<file path="src/sv/llns_pkg.sv">
// ----------------------------------------------------------------------------
// llns_pkg
// Shared types and codes for the least loaded node selector: request and
// response payloads, the scan token that moves along the slot chain, and
// the broadcast and update bundles that drive every slot cell.
// ----------------------------------------------------------------------------
`default_nettype none

package llns_pkg;

    localparam int LOAD_W = 31;
    localparam int ID_W   = 16;
    localparam int COST_W = 16;
    localparam int TYPE_W = 4;

    // Command codes
    localparam logic [1:0] CMD_ADD    = 2'd0;
    localparam logic [1:0] CMD_CHOOSE = 2'd1;
    localparam logic [1:0] CMD_COST   = 2'd2;
    localparam logic [1:0] CMD_UNUSED = 2'd3;

    // Response status codes
    localparam logic [2:0] STAT_CHOSEN  = 3'd0;
    localparam logic [2:0] STAT_NONE    = 3'd1;
    localparam logic [2:0] STAT_ADDED   = 3'd2;
    localparam logic [2:0] STAT_PRESENT = 3'd3;
    localparam logic [2:0] STAT_FULL    = 3'd4;
    localparam logic [2:0] STAT_COST    = 3'd5;

    typedef enum logic [1:0] {
        ST_IDLE,
        ST_SCAN,
        ST_DONE
    } llns_state_t;

    typedef struct packed {
        logic [1:0]        cmd;
        logic [ID_W-1:0]   node_id;
        logic [TYPE_W-1:0] node_type;
        logic [COST_W-1:0] bandwidth_cost;
        logic [COST_W-1:0] overload_cost;
    } llns_req_t;

    typedef struct packed {
        logic [2:0]      status;
        logic [ID_W-1:0] chosen_id;
        logic            chosen_valid;
    } llns_rsp_t;

    // Scan token: best candidate so far (choose) or first free slot (add)
    typedef struct packed {
        logic              found;
        logic              hit;
        logic [LOAD_W-1:0] k1;
        logic [LOAD_W-1:0] k2;
        logic [ID_W-1:0]   id;
    } llns_token_t;

    // Held for the whole scan of one request
    typedef struct packed {
        logic            is_add;
        logic            bw_first;
        logic [ID_W-1:0] match_id;
    } llns_bcast_t;

    // Slot write issued at the end of a scan
    typedef struct packed {
        logic              install;
        logic              bump;
        logic [ID_W-1:0]   new_id;
        logic [COST_W-1:0] cost_bw;
        logic [COST_W-1:0] cost_ov;
    } llns_upd_t;

endpackage

`default_nettype wire

</file>
<file path="src/sv/llns_cell.sv">
// ----------------------------------------------------------------------------
// llns_cell
// One worker slot: holds valid, id and both load counters, merges its own
// entry into the scan token from its left neighbor and registers the
// result for its right neighbor.
// ----------------------------------------------------------------------------
`default_nettype none

module llns_cell #(
    parameter int IDX_W = 4,
    parameter int INDEX = 0
) (
    input  wire logic                 aclk,
    input  wire logic                 aresetn,
    input  wire llns_pkg::llns_bcast_t bcast,
    input  wire llns_pkg::llns_token_t tok_in,
    input  wire logic [IDX_W-1:0]     idx_in,
    output llns_pkg::llns_token_t      tok_out,
    output logic [IDX_W-1:0]          idx_out,
    input  wire llns_pkg::llns_upd_t   upd,
    input  wire logic [IDX_W-1:0]     upd_idx
);
    import llns_pkg::*;

    logic              valid_reg;
    logic [ID_W-1:0]   id_reg;
    logic [LOAD_W-1:0] bw_reg;
    logic [LOAD_W-1:0] ov_reg;
    llns_token_t       tok_reg, tok_next;
    logic [IDX_W-1:0]  idx_reg, idx_next;

    logic [LOAD_W-1:0] k1, k2;
    logic              take;
    logic              upd_hit;
    logic [LOAD_W:0]   bw_sum, ov_sum;
    logic [LOAD_W-1:0] bw_sat, ov_sat;

    assign k1 = bcast.bw_first ? bw_reg : ov_reg;
    assign k2 = bcast.bw_first ? ov_reg : bw_reg;
    assign take = valid_reg && (!tok_in.found || (k1 < tok_in.k1) ||
                                ((k1 == tok_in.k1) && (k2 < tok_in.k2)));

    always_comb begin
        tok_next = tok_in;
        idx_next = idx_in;
        if (bcast.is_add) begin
            if (valid_reg && (id_reg == bcast.match_id)) begin
                tok_next.hit = 1'b1;
            end
            if (!valid_reg && !tok_in.found) begin
                tok_next.found = 1'b1;
                idx_next       = IDX_W'(INDEX);
            end
        end else if (take) begin
            tok_next.found = 1'b1;
            tok_next.k1    = k1;
            tok_next.k2    = k2;
            tok_next.id    = id_reg;
            idx_next       = IDX_W'(INDEX);
        end
    end

    // Saturate at the counter maximum
    assign bw_sum  = {1'b0, bw_reg} + (LOAD_W + 1)'(upd.cost_bw);
    assign ov_sum  = {1'b0, ov_reg} + (LOAD_W + 1)'(upd.cost_ov);
    assign bw_sat  = bw_sum[LOAD_W] ? {LOAD_W{1'b1}} : bw_sum[LOAD_W-1:0];
    assign ov_sat  = ov_sum[LOAD_W] ? {LOAD_W{1'b1}} : ov_sum[LOAD_W-1:0];
    assign upd_hit = (upd_idx == IDX_W'(INDEX));

    always_ff @(posedge aclk) begin
        if (!aresetn) begin
            valid_reg <= 1'b0;
        end else if (upd.install && upd_hit) begin
            valid_reg <= 1'b1;
        end
    end

    always_ff @(posedge aclk) begin
        if (upd.install && upd_hit) begin
            id_reg <= upd.new_id;
            bw_reg <= '0;
            ov_reg <= '0;
        end else if (upd.bump && upd_hit) begin
            bw_reg <= bw_sat;
            ov_reg <= ov_sat;
        end
        tok_reg <= tok_next;
        idx_reg <= idx_next;
    end

    assign tok_out = tok_reg;
    assign idx_out = idx_reg;

endmodule

`default_nettype wire

</file>
<file path="config.mk">
export PLATFORM = sky130hd
export DESIGN_NAME = llns_cell
export DESIGN_NICKNAME = d
export VERILOG_FILES = /design/src/sv/llns_pkg.sv /design/src/sv/llns_cell.sv
export SDC_FILE = /design/constraint.sdc
export NUM_CORES = 1
export LEC_CHECK = 0
export BUFFER_PORTS_ARGS = -buffer_cell sky130_fd_sc_hd__clkbuf_2
export CORE_MARGIN = 2
export CORE_UTILIZATION = 40
export CTS_CLUSTER_SIZE = 16
export DETAILED_ROUTE_END_ITERATION = 10
export GPL_ROUTABILITY_DRIVEN = 0
export GPL_TIMING_DRIVEN = 0
export PLACE_DENSITY = 0.69
export SLEW_MARGIN = 30
export SYNTH_ARGS = -nofsm -noshare
export SYNTH_HDL_FRONTEND = slang
export SYNTH_SLANG_ARGS = --single-unit
</file>
<file path="constraint.sdc">
create_clock -name aclk -period 3.6 [get_ports aclk]
set_clock_uncertainty 0.1 [all_clocks]
set_input_delay 0.36 -clock aclk [delete_from_list [all_inputs] [get_ports aclk]]
set_output_delay 0.36 -clock aclk [all_outputs]
set_load 0.01 [all_outputs]
</file>
==> results.md, run 1 <==
* CP startpoint kind: primary input
* Fin area at 0.01209 mm^2
* Reg2Reg Depth at 12
* Worst EP arrival at 3.71 ns
* Via count at 8593
* CP endpoint kind: flop
* Reg2reg end: tok_out[27]
* Fmax at 286.0 MHz
* CTS tree: done
* Max reg flops at 80
* Die area at 0.02543 mm^2
* First-pass GRT wire length at 44.26 mm
* DRC viols at 0
* TritonCTS Buffers at 17
* CP Data Required Time at 3.82 ns
* Power share of the clock group at 30.5%
* CP endpoint: tok_out[27]
* Number of max-cap violations at 0
* CTS max path bufs at 2
* Relative slew slack at 43.71%
* Sw frac at 35.30%
* Initial DRC Count at 550
* Final worst-path cycle share at 97.11%
* NetSw at 0.002103 W
* Pin count of the biggest net entering global routing at 19
* Initial antenna violation count at 0
* Yosys cell types at 61
* Post-Syn Area at 0.009669 mm^2
* Worst hold path depth at 2
* Clk Latency, worst-skew pair at 0.44 ns
* Final wirelength at 27.64 mm
* Max-slew violations at 0
* Crit Path Class: in -> reg
* Internal at 0.003853 W
* EDFF count, synth at 16
* Die height at 159.5 um
* Hold_sp: tok_in[14]
* Grt total ovfl at 0
* H-tree levels at 4
* Register share of total power at 37.2%
* Avg WL per Cell at 17.06 um
* Logic pwr share at 32.3%
* Remaining antenna violation count after routing at 0
* Drt pass-1 iters at 5
* Gr usage total at 21.95%
* Min-delay worst type: in -> reg
* Power Density at 492.5 mW/mm^2
* Main synth FF type: dfxtp_1
* Vias in the first global route at 8529
* DP HPWL at 21.87 mm
* Syn. warnings at 0
* Syn_area_per_cell at 9.555 um^2
* Final hold violation count at 0
* Async SR Flop Fraction at 0%
* Slew at the pin closest to its max-slew limit at 0.8443 ns
* Syn Nets at 1265
* Layout cells sized above 1 at 29.13%
* N_diodes at 0
* Most frequent cells in the layout: clkbuf_2 (244), dfxtp_1 (146), ha_1 (93), a21oi_1 (81), inv_1 (73)
* CTS root buf: clkbuf_16
* Fill count at 2210
* Starting Density at 40.95%
* Port bufs at 241
* Register area share after synthesis at 35.40%
* Vias per cell at 5.304
* Layout area overhead at 25.06%
* LEAKAGE at 5.623 nW
* Core area at 0.02361 mm^2
* Die X at 159.5 um
* Critical Path Start: bcast[16]
* Final Total Pwr at 0.005956 W
* Status: finished, final reports clean
* Post-CTS Setup Inserts at 0
* Clk slew on worst S/H paths at 0.07 ns
* Cells after Synth at 1012
* Reg-to-reg slack, setup at 0.24 ns
* CP max FO at 11
* FP Rows at 56
* DP Area at 0.01130 mm^2
* Core Util, Final at 51.21%
* # IOs at 242
* Commonest non-fill, non-tap cell in the layout: clkbuf_2
* VDD IR max at 0.2798 mV
* Worst r2r src: bw_reg[16]
* NumNets Final at 1541
* #FFs+latches synth at 163
* Clock Sinks at 163
* Final Critical Period at 3.496 ns
* Setup violators final at 0
==> how the worst min path moves through the flow <==
| stage | endpoint | slack, ns |
|---|---|---|
| 5_1_grt | tok_out[12] | 0.02 |
| 3_3_place_gp | tok_out[13] | 0.39 |
| 3_5_place_dp | tok_out[12] | 0.40 |
| 4_1_cts | tok_out[14] | 0.006 |
| 2_1_floorplan | tok_out[78] | 0.35 |
| 6_report | tok_out[14] | 0.03 |
==> logic make-up (layout without fill, tap and decap cells) <==
family,count (synthesis),after routing,synth area share [%]
compound gates,249,249,16.20
fa+ha+maj,95,95,12.45
mux,138,138,16.03
simple gates,210,210,10.82
xor+xnor,51,51,4.619
buf+inv,106,395,4.477
flops,163,163,35.40
==> stage by stage <==
stage	setup WS [ns]	cells	setup TNS [ns]	hold slack, ns
CTS	0.09693	1621	0	0.006322
global placement	-1.073	1572	-79.66	0.3876
floorplan	0.09376	1012	0	0.3538
detailed placement	-1.067	1573	-79.56	0.4041
finish	0.1040	1620	0	0.02661
global route	-0.001562	1620	-0.001562	0.02293
==> power by group through the flow <==
stage	logic [W]	clock network (W)	registers [W]
finish	0.00192	0.00182	0.00221
detailed placement	0.00189	0	0.00224
CTS	0.00193	0.00186	0.00220
floorplan	0.00137	0	0.00221
global route	0.00216	0.00193	0.00224
global placement	0.00186	0	0.00224
==> what timing repair did <==
| action | CTS | global route |
|---|---|---|
| gates cloned | 0 | 0 |
| setup endpoints to repair | 83 | 64 |
| resized for setup | 10 | 10 |
| endpoints found under the hold margin | 17 | 0 |
| hold buffers | 17 | 0 |
==> metal layers <==
layer	global-route usage, %	wire length, um	vias up	share of wire (%)
met4	8.926	880	0	3.2
met2	36.48	12750	282	46
met5	0	0	-	0
met1	28.00	12450	3986	45
met3	4.168	1553	57	5.6
li1	-	-	4268	-
==> cell type report <==
class | count | area (um^2) | share of cell area, %
plain buffers | 31 | 176.4 | 1.459
clock buffers | 17 | 425.4 | 3.518
clock inverters | 15 | 163.9 | 1.355
inverters | 73 | 274.0 | 2.266
multi-input cells | 743 | 5826 | 48.17
flip-flops and latches | 163 | 3425 | 28.32
well taps | 319 | 399.1 | 3.301
repair buffers | 259 | 1404 | 11.61
==> critical path: stages <==
cell and delay [ns]:
clkbuf_2 0.29, buf_4 0.28, mux2_2 0.40, ha_1 0.34, nand4_1 0.20, nor2_2 0.26, nand3_1 0.17, a2111oi_0 0.36
a21o_1 0.21, buf_4 0.21, buf_4 0.27, mux2_1 0.35
==> Yosys cell counts (all sizes together), types with 15 or more instances <==
master / number / area share (%)
dfxtp: 147 / 30
mux2: 135 / 16
ha: 93 / 12
a21oi: 82 / 4.2
inv: 73 / 2.8
o21ai: 61 / 3.2
nand2: 52 / 2.0
nor2: 51 / 2.0
xnor2: 29 / 2.6
xor2: 22 / 2.0
clkbuf: 21 / 0.82
a21o: 19 / 1.5
nand4: 18 / 1.2
nand3: 17 / 0.88
edfxtp: 16 / 5.0
nor3: 16 / 0.83
a31oi: 15 / 0.97
No activity file was read; power rests on OpenSTA's default activity.
==> run 2: changes to the inputs <==
- CELL_PAD_IN_SITES_DETAIL_PLACEMENT: unset -> 0
- CELL_PAD_IN_SITES_GLOBAL_PLACEMENT: unset -> 1
- CORE_UTILIZATION: 40 -> 37
- PLACE_DENSITY: 0.69 -> 0.81
==> results.md, run 2 (synthesized netlist as in run 1, its figures left out) <==
* Status: finished, final reports clean (unchanged)
* Clk slew on worst S/H paths at 0.07 ns (about the same)
* Avg WL per Cell at 17.61 um (was 17.06 um)
* Fin worst setup slack at 0.1404 ns (was 0.1040 ns)
* Final hold violation count at 0 (unchanged)
* Vias in the first global route at 8240 (was 8529)
* Remaining antenna violation count after routing at 0 (unchanged)
* Gr usage total at 20.52% (was 21.95%)
* DP HPWL at 22.49 mm (was 21.87 mm)
* Max-slew violations at 0 (unchanged)
* First-pass GRT wire length at 44.85 mm (was 44.26 mm)
* Port bufs at 241 (unchanged)
* Drt pass-1 iters at 7 (was 5)
* CP max FO at 11 (unchanged)
* Layout cells sized above 1 at 29.15% (was 29.13%)
* CP Data Required Time at 3.80 ns (was 3.82 ns)
* NumNets Final at 1540 (was 1541)
* Die area at 0.02744 mm^2 (was 0.02543 mm^2)
* Pin count of the biggest net entering global routing at 21 (was 19)
* Final wirelength at 28.81 mm (was 27.64 mm)
* Min-delay worst type: in -> reg (unchanged)
* Starting Density at 37.42% (was 40.95%)
* Worst EP arrival at 3.66 ns (was 3.71 ns)
* VDD IR max at 0.3057 mV (was 0.2798 mV)
* Fin area at 0.01213 mm^2 (was 0.01209 mm^2)
* Grt total ovfl at 0 (unchanged)
* Via count at 8573 (was 8593)
* Clk Latency, worst-skew pair at 0.43 ns (was 0.44 ns)
* Core area at 0.02584 mm^2 (was 0.02361 mm^2)
* Relative slew slack at 43.47% (was 43.71%)
* Most frequent cells in the layout: clkbuf_2 (243), dfxtp_1 (146), ha_1 (93), a21oi_1 (82), inv_1 (73) (was clkbuf_2 (244), dfxtp_1 (146), ha_1 (93), a21oi_1 (81), inv_1 (73))
* TritonCTS Buffers at 17 (unchanged)
* Setup violators final at 0 (unchanged)
* LEAKAGE at 5.631 nW (was 5.623 nW)
* Final Critical Period at 3.460 ns (was 3.496 ns)
* Slew at the pin closest to its max-slew limit at 0.8370 ns (was 0.8443 ns)
* Commonest non-fill, non-tap cell in the layout: clkbuf_2 (unchanged)
* Final Total Pwr at 0.006053 W (was 0.005956 W)
* Fmax at 289.0 MHz (was 286.0 MHz)
* Unrepaired setup endpoints after global routing: false
* Initial antenna violation count at 1 (was 0)
* Min Hold Slack at 0.02479 ns (was 0.02661 ns)
* CTS root buf: clkbuf_16 (unchanged)
* Layout area overhead at 25.40% (was 25.06%)
* Power Density at 499.2 mW/mm^2 (was 492.5 mW/mm^2)
* DRC viols at 0 (unchanged)
* Pre-CTS setup slack at -1.142 ns (was -1.067 ns)
* Reg-to-reg slack, setup at 0.18 ns (was 0.24 ns)
* Crit Path Class: in -> reg (unchanged)
* Die height at 165.7 um (was 159.5 um)
* DP Area at 0.01132 mm^2 (was 0.01130 mm^2)
* Number of max-cap violations at 0 (unchanged)
* H-tree levels at 4 (unchanged)
* FP Rows at 59 (was 56)
* Clock Sinks at 163 (unchanged)
* Vias per cell at 5.240 (was 5.304)
* CTS max path bufs at 2 (unchanged)
* # IOs at 242 (unchanged)
* Final worst-path cycle share at 96.10% (was 97.11%)
* CP startpoint kind: primary input (unchanged)
* Die X at 165.7 um (was 159.5 um)
* CTS tree: done (unchanged)
* CP endpoint kind: flop (unchanged)
* Max reg flops at 80 (unchanged)
* Initial DRC Count at 642 (was 550)
-- run 2: cell count changes in the layout (fill, tap and decap cells not counted), moves of 2 or more --
cell | previous run | this run
clkinv_8 | 4 | 0
buf_4 | 11 | 8
buf_6 | 1 | 3
bufinv_16 | 0 | 2
inv_6 | 4 | 6
-- run 2: power by group --
| part | switching, W | internal, W |
|---|---|---|
| clock | 0.000843 | 0.00104 |
| combinational | 0.00104 | 0.000898 |
| sequential | 0.000191 | 0.00203 |
| total | 0.00208 | 0.00398 |
-- run 2: final cells by class --
class                      count  area (um^2)
antenna                        1        2.502
buffer                        31        183.9
clock buffer                  17        425.4
clock inverter                15        168.9
fill                        2518        13710
inverter                      73        274.0
multi-input combinational    743         5833
sequential                   163         3425
tap                          335        419.2
timing repair buffer         258         1394
-- run 2: path summary, 6_finish.rpt --
check | from | end | cells after the start
max | bcast[16] | tok_out[62] | 13
min | tok_in[78] | tok_out[78] | 2
max reg2reg | bw_reg[1] | tok_out[62] | 12
min reg2reg | id_reg[14] | tok_out[14] | 1
-- run 2: through the flow --
step	TNS (ns)	cells	util (%)
global route	0	1636	46.93
floorplan	0	1012	-
global placement	-84.46	1588	43.71
finish	0	1636	46.93
CTS	0	1634	46.79
detailed placement	-83.27	1589	43.83
-- run 2: routing by layer --
layer	up-vias	routed length (um)	global-route usage, %
met1	4025	13630	28.21
met5	-	0	0
met2	249	13300	33.30
li1	4270	-	-
met3	29	1466	4.205
met4	0	414	4.499
-- run 2: what timing repair did --
action,4_1_cts,5_1_grt
hold buffers,15,1
buffers inserted,0,0
resized for setup,13,12
hold endpoints to repair,15,1
gates cloned,0,0
setup endpoints to repair,83,65
pin swaps,0,1
-- run 2: critical path, cell delays in order --
cell and delay [ns]:
buf_2 0.27, clkbuf_4 0.32, o21ai_0 0.22, ha_1 0.26, or3b_2 0.45, o221ai_1 0.18
a221o_1 0.21, a21oi_1 0.10, o21ai_2 0.22, a21o_1 0.17, clkbuf_4 0.24, buf_4 0.25
mux2_1 0.38
==> run 3: changes to the inputs <==
- SETUP_SLACK_MARGIN: unset -> 0.5
==> results.md, run 3 (synthesized netlist as in run 1, its figures left out) <==
* Status: finished, final reports clean (unchanged)
* Min-delay worst type: in -> reg (unchanged)
* # IOs at 242 (unchanged)
* CP startpoint kind: primary input (unchanged)
* Unrepaired setup endpoints after global routing: true (was false)
* Clock Sinks at 163 (unchanged)
* Max-slew violations at 0 (unchanged)
* First-pass GRT wire length at 46.44 mm (was 44.85 mm)
* Crit-path max cell delay at 0.41 ns (was 0.45 ns)
* VDD IR max at 0.3040 mV (was 0.3057 mV)
* DP HPWL at 22.96 mm (was 22.49 mm)
* FP Rows at 59 (unchanged)
* Vias in the first global route at 8488 (was 8240)
* Relative slew slack at 45.24% (was 43.47%)
* Setup violators final at 0 (unchanged)
* Initial DRC Count at 476 (was 642)
* Fill count at 2482 (was 2518)
* CTS max path bufs at 2 (unchanged)
* Initial antenna violation count at 0 (was 1)
* Fmax at 323.6 MHz (was 289.0 MHz)
* Via count at 8628 (was 8573)
* Layout area overhead at 31.64% (was 25.40%)
* Worst EP arrival at 3.31 ns (was 3.66 ns)
* Remaining antenna violation count after routing at 0 (unchanged)
* Vias per cell at 5.239 (was 5.240)
* Pin count of the biggest net entering global routing at 18 (was 21)
* Final wirelength at 29.60 mm (was 28.81 mm)
* Drt pass-1 iters at 5 (was 7)
* Clk Latency, worst-skew pair at 0.45 ns (was 0.43 ns)
* Final hold violation count at 0 (unchanged)
* CTS tree: done (unchanged)
* Fin area at 0.01273 mm^2 (was 0.01213 mm^2)
* CP endpoint kind: flop (unchanged)
* Final Total Pwr at 0.006169 W (was 0.006053 W)
* Layout cells sized above 1 at 33.54% (was 29.15%)
* Placed insts at 1589 (unchanged)
* Commonest non-fill, non-tap cell in the layout: clkbuf_2 (unchanged)
* Slowest CP cell: nor4_4 (was or3b_2)
* Core area at 0.02584 mm^2 (unchanged)
* Worst-path cell chain: clkbuf_8 -> clkbuf_16 -> buf_8 -> mux2_2 -> ha_1 -> nand4_1 -> nor4_4 -> o21ai_2 -> a21o_4 -> buf_12 -> buf_16 -> buf_8 -> mux2_1 (was buf_2 -> clkbuf_4 -> o21ai_0 -> ha_1 -> or3b_2 -> o221ai_1 -> a221o_1 -> a21oi_1 -> o21ai_2 -> a21o_1 -> clkbuf_4 -> buf_4 -> mux2_1)
* Final std cells w/o fill at 1647 (was 1636)
* Max reg flops at 80 (unchanged)
* N_diodes at 0 (was 1)
* Slew at the pin closest to its max-slew limit at 0.8214 ns (was 0.8370 ns)
* DP Area at 0.01141 mm^2 (was 0.01132 mm^2)
* Die height at 165.7 um (unchanged)
* Die area at 0.02744 mm^2 (unchanged)
* CP max FO at 10 (was 11)
* Starting Density at 37.42% (unchanged)
* Port bufs at 241 (unchanged)
* Final worst-path cycle share at 85.84% (was 96.10%)
* Most frequent cells in the layout: clkbuf_2 (241), dfxtp_1 (134), ha_1 (87), a21oi_1 (78), inv_1 (72) (was clkbuf_2 (243), dfxtp_1 (146), ha_1 (93), a21oi_1 (82), inv_1 (73))
* Gr usage total at 21.41% (was 20.52%)
* TritonCTS Buffers at 17 (unchanged)
* DRC viols at 0 (unchanged)
* Avg WL per Cell at 17.97 um (was 17.61 um)
* Clk slew on worst S/H paths at 0.07 ns (about the same)
* H-tree levels at 4 (unchanged)
* Crit Path Class: in -> reg (unchanged)
* Pre-CTS setup slack at -0.3817 ns (was -1.142 ns)
* CP Data Required Time at 3.82 ns (was 3.80 ns)
* Power Density at 484.6 mW/mm^2 (was 499.2 mW/mm^2)
* Worst path most repeated cell: buf_8 (was clkbuf_4)
* Grt total ovfl at 0 (unchanged)
* LEAKAGE at 5.817 nW (was 5.631 nW)
* Final Critical Period at 3.090 ns (was 3.460 ns)
* NumNets Final at 1552 (was 1540)
* Fin worst setup slack at 0.5098 ns (was 0.1404 ns)
* CTS root buf: clkbuf_16 (unchanged)
* Die X at 165.7 um (unchanged)
* Number of max-cap violations at 0 (unchanged)
## run 3: per-layer routing
metal	GRT usage, %	wire length [um]	vias up
li1	-	-	4291
met1	28.89	13750	4023
met2	35.07	13870	271
met3	3.728	1383	43
met4	6.465	600	0
met5	0	0	-
## run 3: final timing paths
path / startpoint / end / slack (ns) / depth (start not counted)
worst max-delay path: bcast[16] / tok_out[71] / 0.51 / 13
worst min-delay path: tok_in[14] / tok_out[14] / 0.02 / 2
worst max register to register: bw_reg[22] / tok_out[71] / 0.53 / 11
worst min register to register: ov_reg[30] / ov_reg[30] / 0.40 / 1
## run 3: through the flow
stage          setup TNS, ns  hold slack [ns]  utilization, %
3_3_place_gp          -28.20           0.3965           44.05
5_1_grt                    0          0.01784           49.26
4_1_cts                    0         0.002215           48.64
6_report                   0          0.02384           49.26
2_1_floorplan              0           0.3538               -
3_5_place_dp          -23.64           0.4067           44.16
## run 3: cell type report
| cell class | count | area (um^2) | share of cell area (%) |
|---|---|---|---|
| buffer | 33 | 377.9 | 2.969 |
| inverter | 73 | 274.0 | 2.153 |
| multi-input combinational | 743 | 6088 | 47.83 |
| clock buffer | 17 | 425.4 | 3.342 |
| sequential | 163 | 3442 | 27.04 |
| clock inverter | 15 | 162.7 | 1.278 |
| timing repair buffer | 268 | 1539 | 12.09 |
| tap | 335 | 419.2 | 3.293 |
## run 3: critical path, delay by kind of cell
family / cells / cell delay [ns]
AOI/OAI and AO/OA: 2 / 0.45
buffers and inverters: 6 / 0.83
muxes: 2 / 0.68
and+or+nand+nor: 2 / 0.65
adders and majority gates: 1 / 0.33
## run 3: timing repair
item	CTS	global route
setup endpoints to repair	96	89
endpoints found under the hold margin	16	1
hold buffers	16	1
resized for setup	68	38
gates cloned	3	0
pin swaps	12	16
setup buffers	3	3
## run 3: where the power goes
| part | switching (W) | leakage (nW) | total, W | internal (W) |
|---|---|---|---|---|
| sequential | 0.000176 | 1.38 | 0.00221 | 0.00204 |
| clock | 0.000870 | 0.283 | 0.00186 | 0.000985 |
| combinational | 0.00112 | 4.16 | 0.00210 | 0.000983 |
